File: src/rtl/dsc_pkg.sv
// Shared types and constants of the dispense session controller.
// No dependencies; imported by dsc_poll_eval and the core top level.
package dsc_pkg;

	// Session phases
	typedef enum logic [1:0] {
		PH_NOCARD    = 2'd0,
		PH_DETECTED  = 2'd1,
		PH_TOLERANCE = 2'd2,
		PH_LOADING   = 2'd3
	} phase_t;

	// Result kinds
	localparam logic [1:0] KIND_STATUS = 2'd0;
	localparam logic [1:0] KIND_SNAP   = 2'd1;
	localparam logic [1:0] KIND_LOAD   = 2'd2;

	// Configuration register indexes
	localparam logic [1:0] CFG_TOLERANCE = 2'd0;
	localparam logic [1:0] CFG_TANK      = 2'd1;

	localparam logic [15:0] TOLERANCE_RST = 16'd1000;
	localparam logic [31:0] SNAP_FILL     = 32'd65535;

	// Milliseconds to seconds: drop three bits (divide by 8), then divide by
	// 125 through a reciprocal, ceil(2^36 / 125), exact for 29-bit operands.
	localparam int             MS_PRESHIFT = 3;
	localparam int             RECIP_W     = 30;
	localparam logic [29:0]    RECIP_125   = 30'd549755814;
	localparam int             RECIP_SHIFT = 36;
	localparam int             PROD_W      = 32 - MS_PRESHIFT + RECIP_W;

	// One poll as taken from the input channel
	typedef struct packed {
		logic        card;
		logic        sw;
		logic [7:0]  pulses;
		logic [31:0] now;
	} poll_t;

	// Session state carried from poll to poll
	typedef struct packed {
		phase_t      phase;
		logic [10:0] io_reg;
		logic [31:0] tol_start;
		logic [31:0] load_start;
		logic [31:0] good;
		logic [31:0] lost;
	} sess_t;

	// What one poll emits after the status item
	typedef struct packed {
		logic [10:0] io_word;
		logic        snap_io;
		logic        snap_phase;
		logic        load;
		logic [22:0] load_seconds;
	} poll_res_t;

endpackage

File: src/rtl/dsc_poll_eval.sv
// Evaluates one poll against the session state: next state and record flags.
// Depends on dsc_pkg.
module dsc_poll_eval (
	input  dsc_pkg::poll_t     poll,
	input  dsc_pkg::sess_t     cur,
	input  logic [15:0]        tolerance_ms,
	output dsc_pkg::sess_t     nxt,
	output dsc_pkg::poll_res_t res
);
	import dsc_pkg::*;

	logic                motor;
	logic [10:0]         new_io;
	logic [31:0]         tol_elapsed;
	logic                tol_wait;
	logic [31:0]         load_elapsed;
	logic [PROD_W-1:0]   prod;
	phase_t              phase_nxt;

	// Build the I/O word
	assign motor  = poll.card | poll.sw;
	assign new_io = {poll.card, poll.sw, 8'd0, motor};

	// Time the tolerance window, modulo 2^32
	assign tol_elapsed = poll.now - cur.tol_start;
	assign tol_wait    = tol_elapsed < {16'd0, tolerance_ms};

	// Seconds of loading by reciprocal multiply
	assign load_elapsed = poll.now - cur.load_start;
	assign prod = PROD_W'(load_elapsed[31:MS_PRESHIFT]) * PROD_W'(RECIP_125);

	// Advance the session phase
	always_comb begin
		phase_nxt = cur.phase;
		unique case (cur.phase)
			PH_NOCARD: begin
				if (poll.card) phase_nxt = PH_DETECTED;
			end
			PH_DETECTED: begin
				phase_nxt = PH_TOLERANCE;
			end
			PH_TOLERANCE: begin
				if (!tol_wait) phase_nxt = poll.card ? PH_LOADING : PH_NOCARD;
			end
			PH_LOADING: begin
				if (!poll.card) phase_nxt = PH_NOCARD;
			end
			default: phase_nxt = PH_NOCARD;
		endcase
	end

	// Drive state updates and record flags
	always_comb begin
		nxt        = cur;
		nxt.phase  = phase_nxt;
		nxt.io_reg = new_io;
		if (motor) begin
			nxt.good = cur.good + 32'(poll.pulses);
		end else begin
			nxt.lost = cur.lost + 32'(poll.pulses);
		end
		if (cur.phase == PH_DETECTED) begin
			nxt.tol_start  = poll.now;
			nxt.load_start = poll.now;
		end
		if (cur.phase == PH_TOLERANCE && !tol_wait && poll.card) begin
			nxt.load_start = poll.now;
		end

		res.io_word      = new_io;
		res.snap_io      = new_io != cur.io_reg;
		res.snap_phase   = (cur.phase == PH_NOCARD && poll.card)
		                || (cur.phase == PH_TOLERANCE && !tol_wait && !poll.card)
		                || (cur.phase == PH_LOADING && !poll.card);
		res.load         = cur.phase == PH_LOADING && !poll.card;
		res.load_seconds = prod[RECIP_SHIFT +: 23];
	end

endmodule

File: src/rtl/dispense_session_controller_core.sv
// Top level of the dispense session controller: input stage, poll
// evaluation, record stage and result sequencing. Depends on dsc_pkg, dsc_poll_eval.
//
//  channel  | handshake              | payload
//  ---------+------------------------+------------------------------------------
//  poll in  | in_valid / in_stall    | card_present switch_active pulses now_ms
//  result   | out_valid / out_stall  | kind io_word motor_on load_seconds tank_id
//           |                        | total_pulses lost_pulses last
//  config   | cfg_valid / cfg_ready  | cfg_index cfg_data
//
// A request lands in the input register, is evaluated into the record register,
// and leaves as one to four results, one per cycle while out_stall is low.
// A new request is taken while the previous poll's results drain.
// Reset clears the session state and restores the configuration defaults.
// A stalled result holds; the input stalls only when both stages are full.
module dispense_session_controller_core (
	input  logic        clk,
	input  logic        arst_n,
	input  logic        in_valid,
	output logic        in_stall,
	input  logic        card_present,
	input  logic        switch_active,
	input  logic [7:0]  pulses,
	input  logic [31:0] now_ms,
	output logic        out_valid,
	input  logic        out_stall,
	output logic [1:0]  kind,
	output logic [10:0] io_word,
	output logic        motor_on,
	output logic [22:0] load_seconds,
	output logic [15:0] tank_id,
	output logic [31:0] total_pulses,
	output logic [31:0] lost_pulses,
	output logic        last,
	input  logic        cfg_valid,
	output logic        cfg_ready,
	input  logic [1:0]  cfg_index,
	input  logic [15:0] cfg_data
);
	import dsc_pkg::*;

	logic [15:0] tolerance_q;
	logic [15:0] tank_q;
	sess_t       sess_q;
	sess_t       sess_nxt;
	poll_res_t   res;

	poll_t       poll_s1;
	logic        valid_s1;

	logic        valid_s2;
	logic        stat_pend_s2;
	logic        snap_io_s2;
	logic        snap_ph_s2;
	logic        load_s2;
	logic [10:0] io_s2;
	logic [22:0] secs_s2;
	logic [15:0] tank_s2;
	logic [31:0] good_s2;
	logic [31:0] lost_s2;

	logic        in_fire;
	logic        out_fire;
	logic        s2_free;
	logic        adv_s1;

	// Configuration writes
	assign cfg_ready = 1'b1;

	always_ff @(posedge clk or negedge arst_n) begin
		if (!arst_n) begin
			tolerance_q <= TOLERANCE_RST;
			tank_q      <= '0;
		end else if (cfg_valid && cfg_ready) begin
			if (cfg_index == CFG_TOLERANCE) tolerance_q <= cfg_data;
			if (cfg_index == CFG_TANK)      tank_q      <= cfg_data;
		end
	end

	// Stage flow control
	assign out_fire = out_valid && !out_stall;
	assign s2_free  = !valid_s2 || (out_fire && last);
	assign adv_s1   = valid_s1 && s2_free;
	assign in_stall = valid_s1 && !s2_free;
	assign in_fire  = in_valid && !in_stall;

	// Hold the request in the input register
	always_ff @(posedge clk or negedge arst_n) begin
		if (!arst_n) begin
			valid_s1 <= 1'b0;
		end else if (in_fire) begin
			valid_s1 <= 1'b1;
		end else if (adv_s1) begin
			valid_s1 <= 1'b0;
		end
	end

	always_ff @(posedge clk) begin
		if (in_fire) begin
			poll_s1 <= '{card: card_present, sw: switch_active, pulses: pulses, now: now_ms};
		end
	end

	// Evaluate the poll
	dsc_poll_eval u_eval (
		.poll         (poll_s1),
		.cur          (sess_q),
		.tolerance_ms (tolerance_q),
		.nxt          (sess_nxt),
		.res          (res)
	);

	// Advance the session state
	always_ff @(posedge clk or negedge arst_n) begin
		if (!arst_n) begin
			sess_q <= '{phase: PH_NOCARD, default: '0};
		end else if (adv_s1) begin
			sess_q <= sess_nxt;
		end
	end

	// Record stage: pending result flags
	always_ff @(posedge clk or negedge arst_n) begin
		if (!arst_n) begin
			valid_s2     <= 1'b0;
			stat_pend_s2 <= 1'b0;
			snap_io_s2   <= 1'b0;
			snap_ph_s2   <= 1'b0;
			load_s2      <= 1'b0;
		end else if (adv_s1) begin
			valid_s2     <= 1'b1;
			stat_pend_s2 <= 1'b1;
			snap_io_s2   <= res.snap_io;
			snap_ph_s2   <= res.snap_phase;
			load_s2      <= res.load;
		end else if (out_fire) begin
			if (last) begin
				valid_s2 <= 1'b0;
			end else if (stat_pend_s2) begin
				stat_pend_s2 <= 1'b0;
			end else if (snap_io_s2) begin
				snap_io_s2 <= 1'b0;
			end else begin
				snap_ph_s2 <= 1'b0;
			end
		end
	end

	// Record stage: payload
	always_ff @(posedge clk) begin
		if (adv_s1) begin
			io_s2   <= res.io_word;
			secs_s2 <= res.load_seconds;
			tank_s2 <= tank_q;
			good_s2 <= sess_nxt.good;
			lost_s2 <= sess_nxt.lost;
		end
	end

	// Select the current result
	assign out_valid = valid_s2;
	assign io_word   = io_s2;
	assign motor_on  = io_s2[0];

	always_comb begin
		kind         = KIND_LOAD;
		load_seconds = secs_s2;
		tank_id      = tank_s2;
		total_pulses = good_s2;
		lost_pulses  = lost_s2;
		last         = 1'b1;
		priority if (stat_pend_s2) begin
			kind         = KIND_STATUS;
			load_seconds = '0;
			tank_id      = '0;
			total_pulses = '0;
			lost_pulses  = '0;
			last         = !(snap_io_s2 || snap_ph_s2 || load_s2);
		end else if (snap_io_s2 || snap_ph_s2) begin
			kind         = KIND_SNAP;
			load_seconds = '0;
			tank_id      = '0;
			total_pulses = SNAP_FILL;
			lost_pulses  = SNAP_FILL;
			last         = snap_io_s2 ? !(snap_ph_s2 || load_s2) : !load_s2;
		end else begin
			kind = KIND_LOAD;
		end
	end

endmodule
File: config.mk
export PLATFORM = sky130hd
export DESIGN_NAME = dispense_session_controller_core
export DESIGN_NICKNAME = d
export VERILOG_FILES = /design/src/rtl/dsc_pkg.sv /design/src/rtl/dsc_poll_eval.sv /design/src/rtl/dispense_session_controller_core.sv
export SDC_FILE = /design/constraint.sdc
export NUM_CORES = 1
export LEC_CHECK = 0
export BUFFER_PORTS_ARGS = -buffer_cell sky130_fd_sc_hd__buf_2
export CAP_MARGIN = 20
export CORE_ASPECT_RATIO = 0.5
export CORE_MARGIN = 2
export CORE_UTILIZATION = 37
export CTS_CLUSTER_SIZE = 24
export DETAILED_ROUTE_END_ITERATION = 10
export HOLD_SLACK_MARGIN = 0.02
export PLACE_DENSITY_LB_ADDON = 0.08
export SETUP_SLACK_MARGIN = 0.02
export SYNTH_ARGS = -nofsm -noshare
export SYNTH_HDL_FRONTEND = slang
export SYNTH_SLANG_ARGS = --single-unit
File: constraint.sdc
create_clock -name clk -period 26.1 [get_ports clk]
set_input_delay 1.305 -clock clk [delete_from_list [all_inputs] [get_ports clk]]
set_output_delay 1.305 -clock clk [all_outputs]
set_load 0.01 [all_outputs]
==> out/metrics.csv, run 1 <==
stage,metric,value,unit
floorplan,initial core utilization,0.3744,
placement,number of port buffers,176,
floorplan,die area,82920,um2
timing,Tcrit/Tclk final,0.4241,
clocking,clk slew on worst S/H paths,0.06,ns
finish,"most common cell after layout, fill and taps aside",inv_1,
floorplan,DIE WIDTH,405.2,um
setup_path,Crit. End Element,flop,
setup_path,critical path's slowest cell,a2111oi_1,
finish,layout cells sized above 1,0.1337,
clocking,CTS resizes,0,
logic_synthesis,Post-synth EDFFs,148,
clocking,postcts setup bufs,0,
global_routing,gr usage total,0.1834,
logic_synthesis,post-synthesis compound-gate area fraction,0.07902,
clocking,Clock Path Buffers,3,
timing,Rel. slew slack,0.3158,
setup_path,CP required,26.38,ns
setup_path,critical path startpoint,poll_s1[1],
global_routing,vias in the first global route,20440,
timing,Hold Fails Final Rpt,0,
setup_path,CP startpoint kind,flop,
timing,worst-margin pin slew,1.024,ns
logic_synthesis,post-synthesis cell area,29780,um2
logic_synthesis,post-synth top area share,0.1886,
timing,Final min period,11.07,ns
routing,Post-DRT Antenna Nets,0,
setup_path,Worst R2R End,secs_s2[21],
logic_synthesis,Post-Synth XOR/XNOR Area,0.05528,
setup_path,crit path to,secs_s2[21],
logic_synthesis,synthesized flop and latch total,319,
finish,highest-count cells in the layout ignoring fill and taps,"474 x inv_1, 449 x ha_1, 268 x fa_1",
floorplan,Row Count,73,
global_routing,total grt overflow,0,
logic_synthesis,Yosys warning total,0,
logic_synthesis,largest family of logic cells by synthesized area,adder cells,
global_routing,largest net degree at the start of global routing,69,
global_routing,first-pass GRT wire length,117600,um
routing,final WL,74380,um
timing,RSZ-0062 raised after global routing,no,
setup_path,CP peak stage delay,0.65,ns
finish,# diodes,0,
setup_path,reg2reg path depth,34,
clocking,CTS sink count,319,
global_routing,initial antenna violation count,1,
timing,Slew Limit Fails,0,
floorplan,total core area,79560,um2
routing,drt initial violations,942,
routing,Avg WL per Cell,18.17,um
job,maxcap violations,0,
timing,Highest Clock Rate,90.34,MHz
logic_synthesis,Gate Count Post-Synth,2783,
clocking,clk_lat worst skew,0.56,ns
finish,synth-to-layout area growth,11.71,%
routing,Residual DRC,0,
logic_synthesis,register area share after synthesis,0.2931,
logic_synthesis,ys flop type,dfrtp_1,
clocking,Root Buffer,clkbuf_16,
logic_synthesis,mux share of post-synthesis cell area,0.04062,
clocking,cts bufs inserted,38,
floorplan,IO Count,186,
routing,routed vias/inst,4.790,
placement,placed wire-length estimate,59800,um
outcome,status,completed,
logic_synthesis,"area leader, netlist",ha_1,
logic_synthesis,adder-cell area share of the yosys netlist,0.3691,
logic_synthesis,Synth cell types,85,
placement,placed insts,4025,
finish,"Net count, final",3760,
floorplan,Die Height,204.6,um
setup_path,reg2reg setup slack,15.03,ns
routing,via total after detailed routing,19610,
setup_path,Worst Path Max Fanout,9,
logic_synthesis,Avg Synthesized Cell Area,10.70,um2
setup_path,"Data arrival, critical path",11.35,ns
routing,drt first pass iters,5,
timing,TNS Setup,0,ns
min_path,worst min path class,reg -> reg,
timing,Max Clock Skew,0.01952,ns
logic_synthesis,top post-synthesis cells by area,"ha_1 19%, fa_1 18%, edfxtp_1 15%",
timing,# setup viols final,0,
clocking,CTS H-tree lvls,2,
logic_synthesis,Synth async-reset ratio,0.5361,
setup_path,worst r2r src,poll_s1[1],
clocking,CTS Hold Bufs,0,
setup_path,crit path kind,reg -> reg,
clocking,CTS tree,done,
placement,GP Congestion,0.8519,
finish,Finished Layout Cells,4094,
logic_synthesis,Post-Synth Simple-Gate Area,0.09129,
-- synth_stat cells (11+ instances only) --
cell type  count
a21oi_1       77
xnor2_1      110
o21ai_0      107
mux2_4        30
nand3_1       54
inv_1        474
a21o_1        46
nor3_1        28
nor2_1       127
and3_1        16
mux2_2        63
nand2b_1      12
o21a_1        15
nand2_1      162
fa_1         268
and2_1        77
ha_1         449
dfrtp_1      165
clkbuf_1      38
o21bai_1      11
xor2_1        78
o31ai_1       12
edfxtp_1     148
nand4_1       25
nor2b_1       18
-- worst max-delay path, delay by kind of cell, from the launching register on --
family          cells  cell delay, ns
simple gates        1            0.37
buf+inv             5            0.69
flops               1            0.47
xor+xnor            2            0.70
fa+ha+maj          10            4.00
compound gates     16            4.54
-- cell type report --
class / count / area, um2
Sequential cell: 319 / 8731
Fill cell: 7818 / 46280
Timing Repair Buffer: 217 / 1205
Multi-Input combinational cell: 1927 / 19000
Clock inverter: 19 / 167.7
Clock buffer: 50 / 1016
Tap cell: 1087 / 1360
Inverter: 475 / 1788
-- flip-flops by register name, indices dropped and copies added, names as in the netlist, 3 cells and up --
| register | cells |
|---|---|
| good_s2 | 32 |
| io_word | 3 |
| lost_s2 | 32 |
| poll_s1 | 42 |
| secs_s2 | 23 |
| sess_q | 133 |
| tank_q | 16 |
| tank_s2 | 16 |
| tolerance_q | 16 |
-- worst min-delay path by stage --
| stage | end | from | cells after the start |
|---|---|---|---|
| floorplan | tank_s2[0] | tank_q[0] | 0 |
| global placement | tank_s2[10] | tank_q[10] | 0 |
| detailed placement | tank_s2[10] | tank_q[10] | 0 |
| CTS | tank_s2[10] | tank_q[10] | 0 |
| global route | tank_s2[1] | tank_q[1] | 0 |
| finish | tank_s2[6] | tank_q[6] | 0 |
-- routing by layer --
layer	track usage	vias up	share of wire
met1	0.2670	9664	0.50
met3	0.02045	67	0.026
met5	0	-	0.00011
met2	0.2942	205	0.46
li1	-	9673	-
met4	0.03785	2	0.016
-- cells by family after synthesis --
logic type	count (synthesis)
AO/OA/AOI/OAI	358
XOR/XNOR	188
adder cells (fa/ha/maj)	718
buffers and inverters	544
flip-flops	319
multiplexers	98
other	2
AND/OR/NAND/NOR	556
-- metrics by stage --
stage / instance area, um2 / utilization / hold slack (ns) / setup WS [ns]
final: 33270 / 0.4182 / 0.4377 / 15.03
after global routing: 33270 / 0.4182 / 0.4477 / 14.50
after CTS: 33270 / 0.4182 / 0.4386 / 15.15
after detailed placement: 32090 / 0.4033 / 0.4251 / 15.18
after global placement: 32070 / 0.4031 / 0.4207 / 15.32
after floorplan: 29810 / - / 0.4194 / 16.76
Power of run 1 is not shown: default switching activity piles up to over one toggle a cycle in this logic, so the estimate is an artifact.
==> inputs of run 2 (changes only) <==
--- a/config.mk
+++ b/config.mk
@@ -5,6 +5,7 @@
 export SDC_FILE = /design/constraint.sdc
 export NUM_CORES = 1
 export LEC_CHECK = 0
+export ABC_AREA = 1
 export BUFFER_PORTS_ARGS = -buffer_cell sky130_fd_sc_hd__buf_2
 export CAP_MARGIN = 20
 export CORE_ASPECT_RATIO = 0.5
==> constraint.sdc (replaced) <==
create_clock -name clk -period 10.2 [get_ports clk]
set_input_delay 0.51 -clock clk [delete_from_list [all_inputs] [get_ports clk]]
set_output_delay 0.51 -clock clk [all_outputs]
set_load 0.01 [all_outputs]
==> run 2 against run 1 <==
  * Clock skew increased by 0.027 ns
  * Global-route usage increased by 3.1 points
  * Critical path depth increased by 2
  * Sequential cell count did not move
  * Core utilization fell by 0.35 points
  * Cell area up 7.9%
==> out/metrics.csv, run 2 <==
stage,metric,value,unit,change
logic_synthesis,mux share of post-synthesis cell area,0.0003464,,-0.04028
logic_synthesis,Post-synth EDFFs,148,,unchanged
clocking,Root Buffer,clkbuf_16,,
setup_path,CP peak stage delay,0.63,ns,-0.02 ns
placement,placed wire-length estimate,78270,um,+31%
routing,final WL,96540,um,+30%
finish,register area,8731,um2,unchanged
logic_synthesis,post-synthesis compound-gate area fraction,0.07886,,-0.0001611
timing,Final min period,9.067,ns,-2.003 ns
timing,Rel. slew slack,0.3016,,-0.01418
finish,"Net count, final",4810,,+28%
routing,drt initial violations,1524,,+62%
clocking,Clock Path Buffers,3,,unchanged
logic_synthesis,Synth async-reset ratio,0.5361,,unchanged
routing,via total after detailed routing,25430,,+30%
logic_synthesis,"count leader, synth",inv_1,,
finish,area of the multi-input gates,20370,um2,+7.2%
timing,# setup viols final,0,,unchanged
clocking,clk slew on worst S/H paths,0.08,ns,+0.02 ns
routing,Residual DRC,0,,unchanged
logic_synthesis,post-synth top area share,0.1728,,-0.01582
floorplan,total core area,86530,um2,+8.8%
global_routing,total grt overflow,0,,unchanged
setup_path,CP required,10.54,ns,-15.84 ns
timing,Slew Limit Fails,0,,unchanged
clocking,CTS H-tree lvls,2,,unchanged
routing,routed vias/inst,4.867,,+1.6%
setup_path,crit path kind,reg -> reg,,
global_routing,vias in the first global route,25990,,+27%
logic_synthesis,adder-cell area share of the yosys netlist,0.3378,,-0.03126
logic_synthesis,"area leader, netlist",ha_1,,
clocking,clk_lat worst skew,0.59,ns,+0.03 ns
timing,worst-margin pin slew,1.044,ns,+0.02031 ns
global_routing,first-pass GRT wire length,149300,um,+27%
setup_path,"Data arrival, critical path",9.41,ns,-1.94 ns
floorplan,DIE WIDTH,423.2,um,+4.4%
logic_synthesis,post-synthesis cell area,32510,um2,+9.2%
timing,Hold Fails Final Rpt,0,,unchanged
min_path,worst min path class,in -> reg,,
setup_path,Worst Path Max Fanout,7,,-2
timing,Max Clock Skew,0.04687,ns,+0.02736 ns
logic_synthesis,register area share after synthesis,0.2686,,-0.02458
clocking,CTS tree,done,,
finish,largest registers,"sess_q: 133 flops, poll_s1: 42 flops",,
global_routing,gr usage total,0.2146,,+0.03119
logic_synthesis,Post-synth top cells,"806 x inv_1, 730 x nand2_1, 449 x ha_1",,
logic_synthesis,Post-Synth XOR/XNOR Area,0.03364,,-0.02165
timing,RSZ-0062 raised after global routing,no,,
logic_synthesis,ys flop type,dfrtp_1,,
timing,TNS Setup,0,ns,unchanged
placement,GP Congestion,0.9113,,+7.0%
logic_synthesis,Yosys warning total,0,,unchanged
global_routing,initial antenna violation count,1,,unchanged
timing,Highest Clock Rate,110.3,MHz,+22%
setup_path,Crit. End Element,flop,,
setup_path,critical path's slowest cell,nor4_1,,
finish,Largest register FFs,133,,unchanged
finish,synth-to-layout area growth,10.38,%,
logic_synthesis,Avg Synthesized Cell Area,8.438,um2,-21%
floorplan,IO Count,186,,unchanged
global_routing,largest net degree at the start of global routing,96,,+39%
floorplan,initial core utilization,0.3757,,+0.001317
finish,"most common cell after layout, fill and taps aside",inv_1,,
logic_synthesis,Gate Count Post-Synth,3853,,+38%
finish,Fill cells,8911,,+14%
clocking,postcts setup bufs,0,,unchanged
floorplan,Row Count,76,,+4.1%
setup_path,CP startpoint kind,flop,,
logic_synthesis,largest family of logic cells by synthesized area,adder cells,,
clocking,CTS sink count,319,,unchanged
outcome,status,completed,,
logic_synthesis,synthesized flop and latch total,319,,unchanged
finish,layout cells sized above 1,0.08586,,-0.04783
routing,Avg WL per Cell,18.48,um,+1.7%
routing,drt first pass iters,5,,unchanged
floorplan,die area,90400,um2,+9.0%
setup_path,CP dominant cell by count,nand2_1,,
timing,Tcrit/Tclk final,0.8889,,+0.4648
job,maxcap violations,0,,unchanged
logic_synthesis,Post-Synth Simple-Gate Area,0.1737,,+0.08236
finish,Reg with most FFs,sess_q,,
placement,number of port buffers,176,,unchanged
floorplan,Die Height,213.6,um,+4.4%
clocking,cts bufs inserted,34,,-11%
routing,Post-DRT Antenna Nets,0,,unchanged
logic_synthesis,top post-synthesis cells by area,"ha_1 17%, fa_1 17%, edfxtp_1 14%",,
finish,highest-count cells in the layout ignoring fill and taps,"805 x inv_1, 729 x nand2_1, 449 x ha_1",,
logic_synthesis,Synth cell types,62,,-27%
-- run 2: cell families after synthesis --
| kind of cell | after synthesis |
|---|---|
| AOI/OAI and AO/OA | 469 |
| xor gates and xnor gates | 124 |
| adders and majority gates | 717 |
| buffers and inverters | 894 |
| DFF | 319 |
| muxes | 1 |
| other | 2 |
| and+or+nand+nor | 1327 |
-- run 2: final cells by class --
| cell class | count | share of cell area |
|---|---|---|
| Multi-Input combinational cell | 2647 | 0.5676 |
| Sequential cell | 319 | 0.2433 |
| Inverter | 816 | 0.08535 |
| Tap cell | 1170 | 0.04079 |
| Timing Repair Buffer | 210 | 0.03253 |
| Clock buffer | 46 | 0.02636 |
| Clock inverter | 15 | 0.004010 |
| Antenna cell | 1 | 0.00006973 |
-- run 2: routing by layer --
metal / track usage / up-vias / part of all wire
met3: 0.02894 / 106 / 0.042
met1: 0.2875 / 12260 / 0.46
met2: 0.3716 / 491 / 0.47
met5: 0 / - / 0
li1: - / 12570 / -
met4: 0.04626 / 0 / 0.019
-- run 2: per-stage QoR --
stage	hold WS [ns]	util	area [um2]	setup slack [ns]	cells
2_1_floorplan	0.2144	-	32540	2.185	3860
3_3_place_gp	0.4273	0.4016	34750	1.072	5159
3_5_place_dp	0.4316	0.4018	34770	1.076	5160
4_1_cts	0.07516	0.4145	35870	1.111	5222
5_1_grt	0.08777	0.4147	35880	0.7267	5223
6_report	0.1177	0.4147	35890	1.133	5224
-- run 2: worst paths after layout --
| kind | cells after the start | end | slack [ns] | start |
|---|---|---|---|---|
| setup / recovery | 36 | secs_s2[8] | 1.13 | poll_s1[1] |
| hold / removal | 1 | poll_s1[35] | 0.12 | pulses[3] |
| setup reg to reg | 36 | secs_s2[8] | 1.13 | poll_s1[1] |
| hold reg to reg | 0 | tank_s2[11] | 0.44 | tank_q[11] |
| max in group asynchronous | 3 | stat_pend_s2 | 8.41 | arst_n |
| min in group asynchronous | 2 | sess_q[5] | 0.50 | arst_n |
-- run 2: worst max-delay path, delay by kind of cell, from the launching register on --
family | cells | cell delay (ns)
buffers and inverters | 7 | 0.69
AND/OR/NAND/NOR | 16 | 2.52
flip-flops | 1 | 0.48
XOR/XNOR | 1 | 0.16
AO/OA/AOI/OAI | 2 | 0.48
adder cells (fa/ha/maj) | 10 | 4.50
-- run 2: what timing repair did --
item	4_1_cts	5_1_grt
hold endpoints to repair	57	0
hold buffers	1	0
resized for setup	0	0
Power of run 2 is left out for the same reason.
==> inputs of run 3 (changes only) <==
--- a/config.mk
+++ b/config.mk
@@ -7,7 +7,6 @@
 export LEC_CHECK = 0
 export ABC_AREA = 1
 export BUFFER_PORTS_ARGS = -buffer_cell sky130_fd_sc_hd__buf_2
-export CAP_MARGIN = 20
 export CORE_ASPECT_RATIO = 0.5
 export CORE_MARGIN = 2
 export CORE_UTILIZATION = 37
==> constraint.sdc (replaced) <==
create_clock -name clk -period 10.2 [get_ports clk]
set_input_delay 2.04 -clock clk [delete_from_list [all_inputs] [get_ports clk]]
set_output_delay 2.04 -clock clk [all_outputs]
set_load 0.01 [all_outputs]
==> run 3 against run 2 <==
  * Non-clock buffer count shrank 3
  * Register-to-register slack barely moved
  * Clock skew increased by 0.0035 ns
  * Setup slack worse by 0.0033 ns
  * Cell area is 0.10% higher
  * Critical path type unchanged
==> out/metrics.csv, run 3 (same netlist as run 2, synthesis figures left out) <==
stage,metric,value,unit,change
outcome,status,completed,,
clocking,Clock Path Buffers,3,,unchanged
setup_path,"Data arrival, critical path",9.39,ns,-0.02 ns
clocking,cts bufs inserted,36,,+5.9%
setup_path,CP required,10.52,ns,-0.02 ns
placement,placed wire-length estimate,78390,um,+0.15%
timing,Highest Clock Rate,110.3,MHz,about the same
timing,# setup viols final,0,,unchanged
floorplan,Die Height,213.6,um,unchanged
setup_path,crit path kind,reg -> reg,,
finish,largest registers,"sess_q: 133 flops, poll_s1: 42 flops",,
finish,post-route design area,35920,um2,+0.10%
finish,"most common cell after layout, fill and taps aside",inv_1,,
timing,Slew Limit Fails,0,,unchanged
routing,routed vias/inst,4.869,,about the same
timing,Rel. slew slack,0.1562,,-0.1454
placement,Placed Area,34750,um2,about the same
floorplan,total core area,86530,um2,unchanged
clocking,CTS Hold Bufs,0,,-1
floorplan,Row Count,76,,unchanged
routing,highest routed layer,met4,,
timing,Max Clock Skew,0.05041,ns,+0.003535 ns
global_routing,largest net degree at the start of global routing,96,,unchanged
global_routing,initial antenna violation count,2,,+1
min_path,Hold Path Depth,0,,-1
global_routing,gr usage total,0.2148,,+0.0002909
setup_path,CP peak stage delay,0.61,ns,-0.02 ns
finish,Reg with most FFs,sess_q,,
setup_path,worst r2r src,poll_s1[7],,
routing,drt first pass iters,5,,unchanged
floorplan,IO Count,186,,unchanged
routing,WL met2,46210,um,+0.87%
routing,Avg WL per Cell,18.43,um,-0.25%
floorplan,die area,90400,um2,unchanged
routing,Residual DRC,0,,unchanged
global_routing,vias in the first global route,26120,,+0.47%
finish,Largest register FFs,133,,unchanged
routing,DR WL met3,4050,um,-1.3%
floorplan,DIE WIDTH,423.2,um,unchanged
setup_path,CP startpoint kind,flop,,
finish,layout cells sized above 1,0.08607,,+0.0002043
setup_path,Worst R2R End,secs_s2[8],,
timing,worst-margin pin slew,1.266,ns,+0.2217 ns
setup_path,CP dominant cell by count,nand2_1,,
finish,synth-to-layout area growth,10.50,%,
clocking,clk slew on worst S/H paths,0.08,ns,about the same
clocking,CTS tree,done,,
min_path,min-delay src,tank_q[14],,
placement,GP Congestion,0.9100,,-0.14%
timing,Tcrit/Tclk final,0.8892,,about the same
setup_path,reg2reg path depth,34,,-5.6%
routing,final WL,96320,um,-0.23%
routing,Post-DRT Antenna Nets,0,,unchanged
timing,RSZ-0062 raised after global routing,no,,
global_routing,total grt overflow,0,,unchanged
clocking,postcts setup bufs,0,,unchanged
clocking,CTS H-tree lvls,2,,unchanged
clocking,CTS resizes,0,,unchanged
placement,number of port buffers,176,,unchanged
clocking,Root Buffer,clkbuf_16,,
setup_path,Crit. End Element,flop,,
min_path,hold worst-path end,tank_s2[14],,
setup_path,reg2reg setup slack,1.13,ns,about the same
floorplan,initial core utilization,0.3757,,unchanged
timing,Hold Fails Final Rpt,0,,unchanged
routing,drt initial violations,1514,,-0.66%
finish,"Net count, final",4809,,-0.021%
clocking,clk_lat worst skew,0.60,ns,about the same
setup_path,critical path's slowest cell,nor4_1,,
global_routing,first-pass GRT wire length,149500,um,+0.15%
timing,TNS Setup,0,ns,unchanged
clocking,CTS sink count,319,,unchanged
routing,via total after detailed routing,25440,,+0.051%
finish,# diodes,0,,-1
routing,wl on met1,44420,um,-0.83%
timing,Worst Hold Slack,0.4187,ns,+0.3010 ns
setup_path,Worst Path Max Fanout,7,,unchanged
finish,highest-count cells in the layout ignoring fill and taps,"805 x inv_1, 729 x nand2_1, 449 x ha_1",,
min_path,worst min path class,reg -> reg,,
job,maxcap violations,0,,unchanged
timing,Final min period,9.070,ns,+0.003270 ns
run 3: cell types whose count changed in the layout (fill, tap and decap cells not counted), moves of 2 or more:
cell / previous run / this run
clkinv_4: 2 / 0
clkbuf_1: 7 / 10
clkbuf_16: 34 / 37
clkbuf_8: 6 / 4
inv_16: 0 / 2
clkinv_2: 3 / 6
inv_6: 2 / 0
run 3: how the worst max path moves through the flow:
stage | cells past startpoint | startpoint | endpoint
2_1_floorplan | 33 | poll_s1[3] | secs_s2[16]
3_3_place_gp | 34 | poll_s1[7] | secs_s2[8]
3_5_place_dp | 34 | poll_s1[7] | secs_s2[8]
4_1_cts | 31 | poll_s1[7] | secs_s2[8]
5_1_grt | 31 | poll_s1[7] | secs_s2[8]
6_report | 34 | poll_s1[7] | secs_s2[8]
run 3: area by class of cell:
type                    count  area (um2)
clock buffers              50        1005
clock inverters            16       170.2
fillers                  8950       50610
inverters                 816        3063
multi-input cells        2647       20370
flip-flops and latches    319        8731
well taps                1170        1464
repair buffers            207        1122
run 3: stage by stage:
stage,setup slack (ns),instances,utilization
2_1_floorplan,2.185,3860,-
3_3_place_gp,1.084,5159,0.4016
3_5_place_dp,1.084,5159,0.4016
4_1_cts,1.095,5225,0.4151
5_1_grt,0.6863,5225,0.4151
6_report,1.130,5225,0.4151
run 3: layer usage:
layer  up-vias  GRT usage
li1      12560          -
met1     12300     0.2856
met2       476     0.3763
met3        98    0.03000
met4         0    0.04135
met5         -          0
run 3: critical path, delay by kind of cell (launching register included):
family,cells,cell delay (ns)
fa+ha+maj,10,4.56
compound gates,4,0.85
flops,1,0.48
simple gates,12,2.07
xor+xnor,1,0.16
buf+inv,7,0.70
Power of run 3 is left out for the same reason.
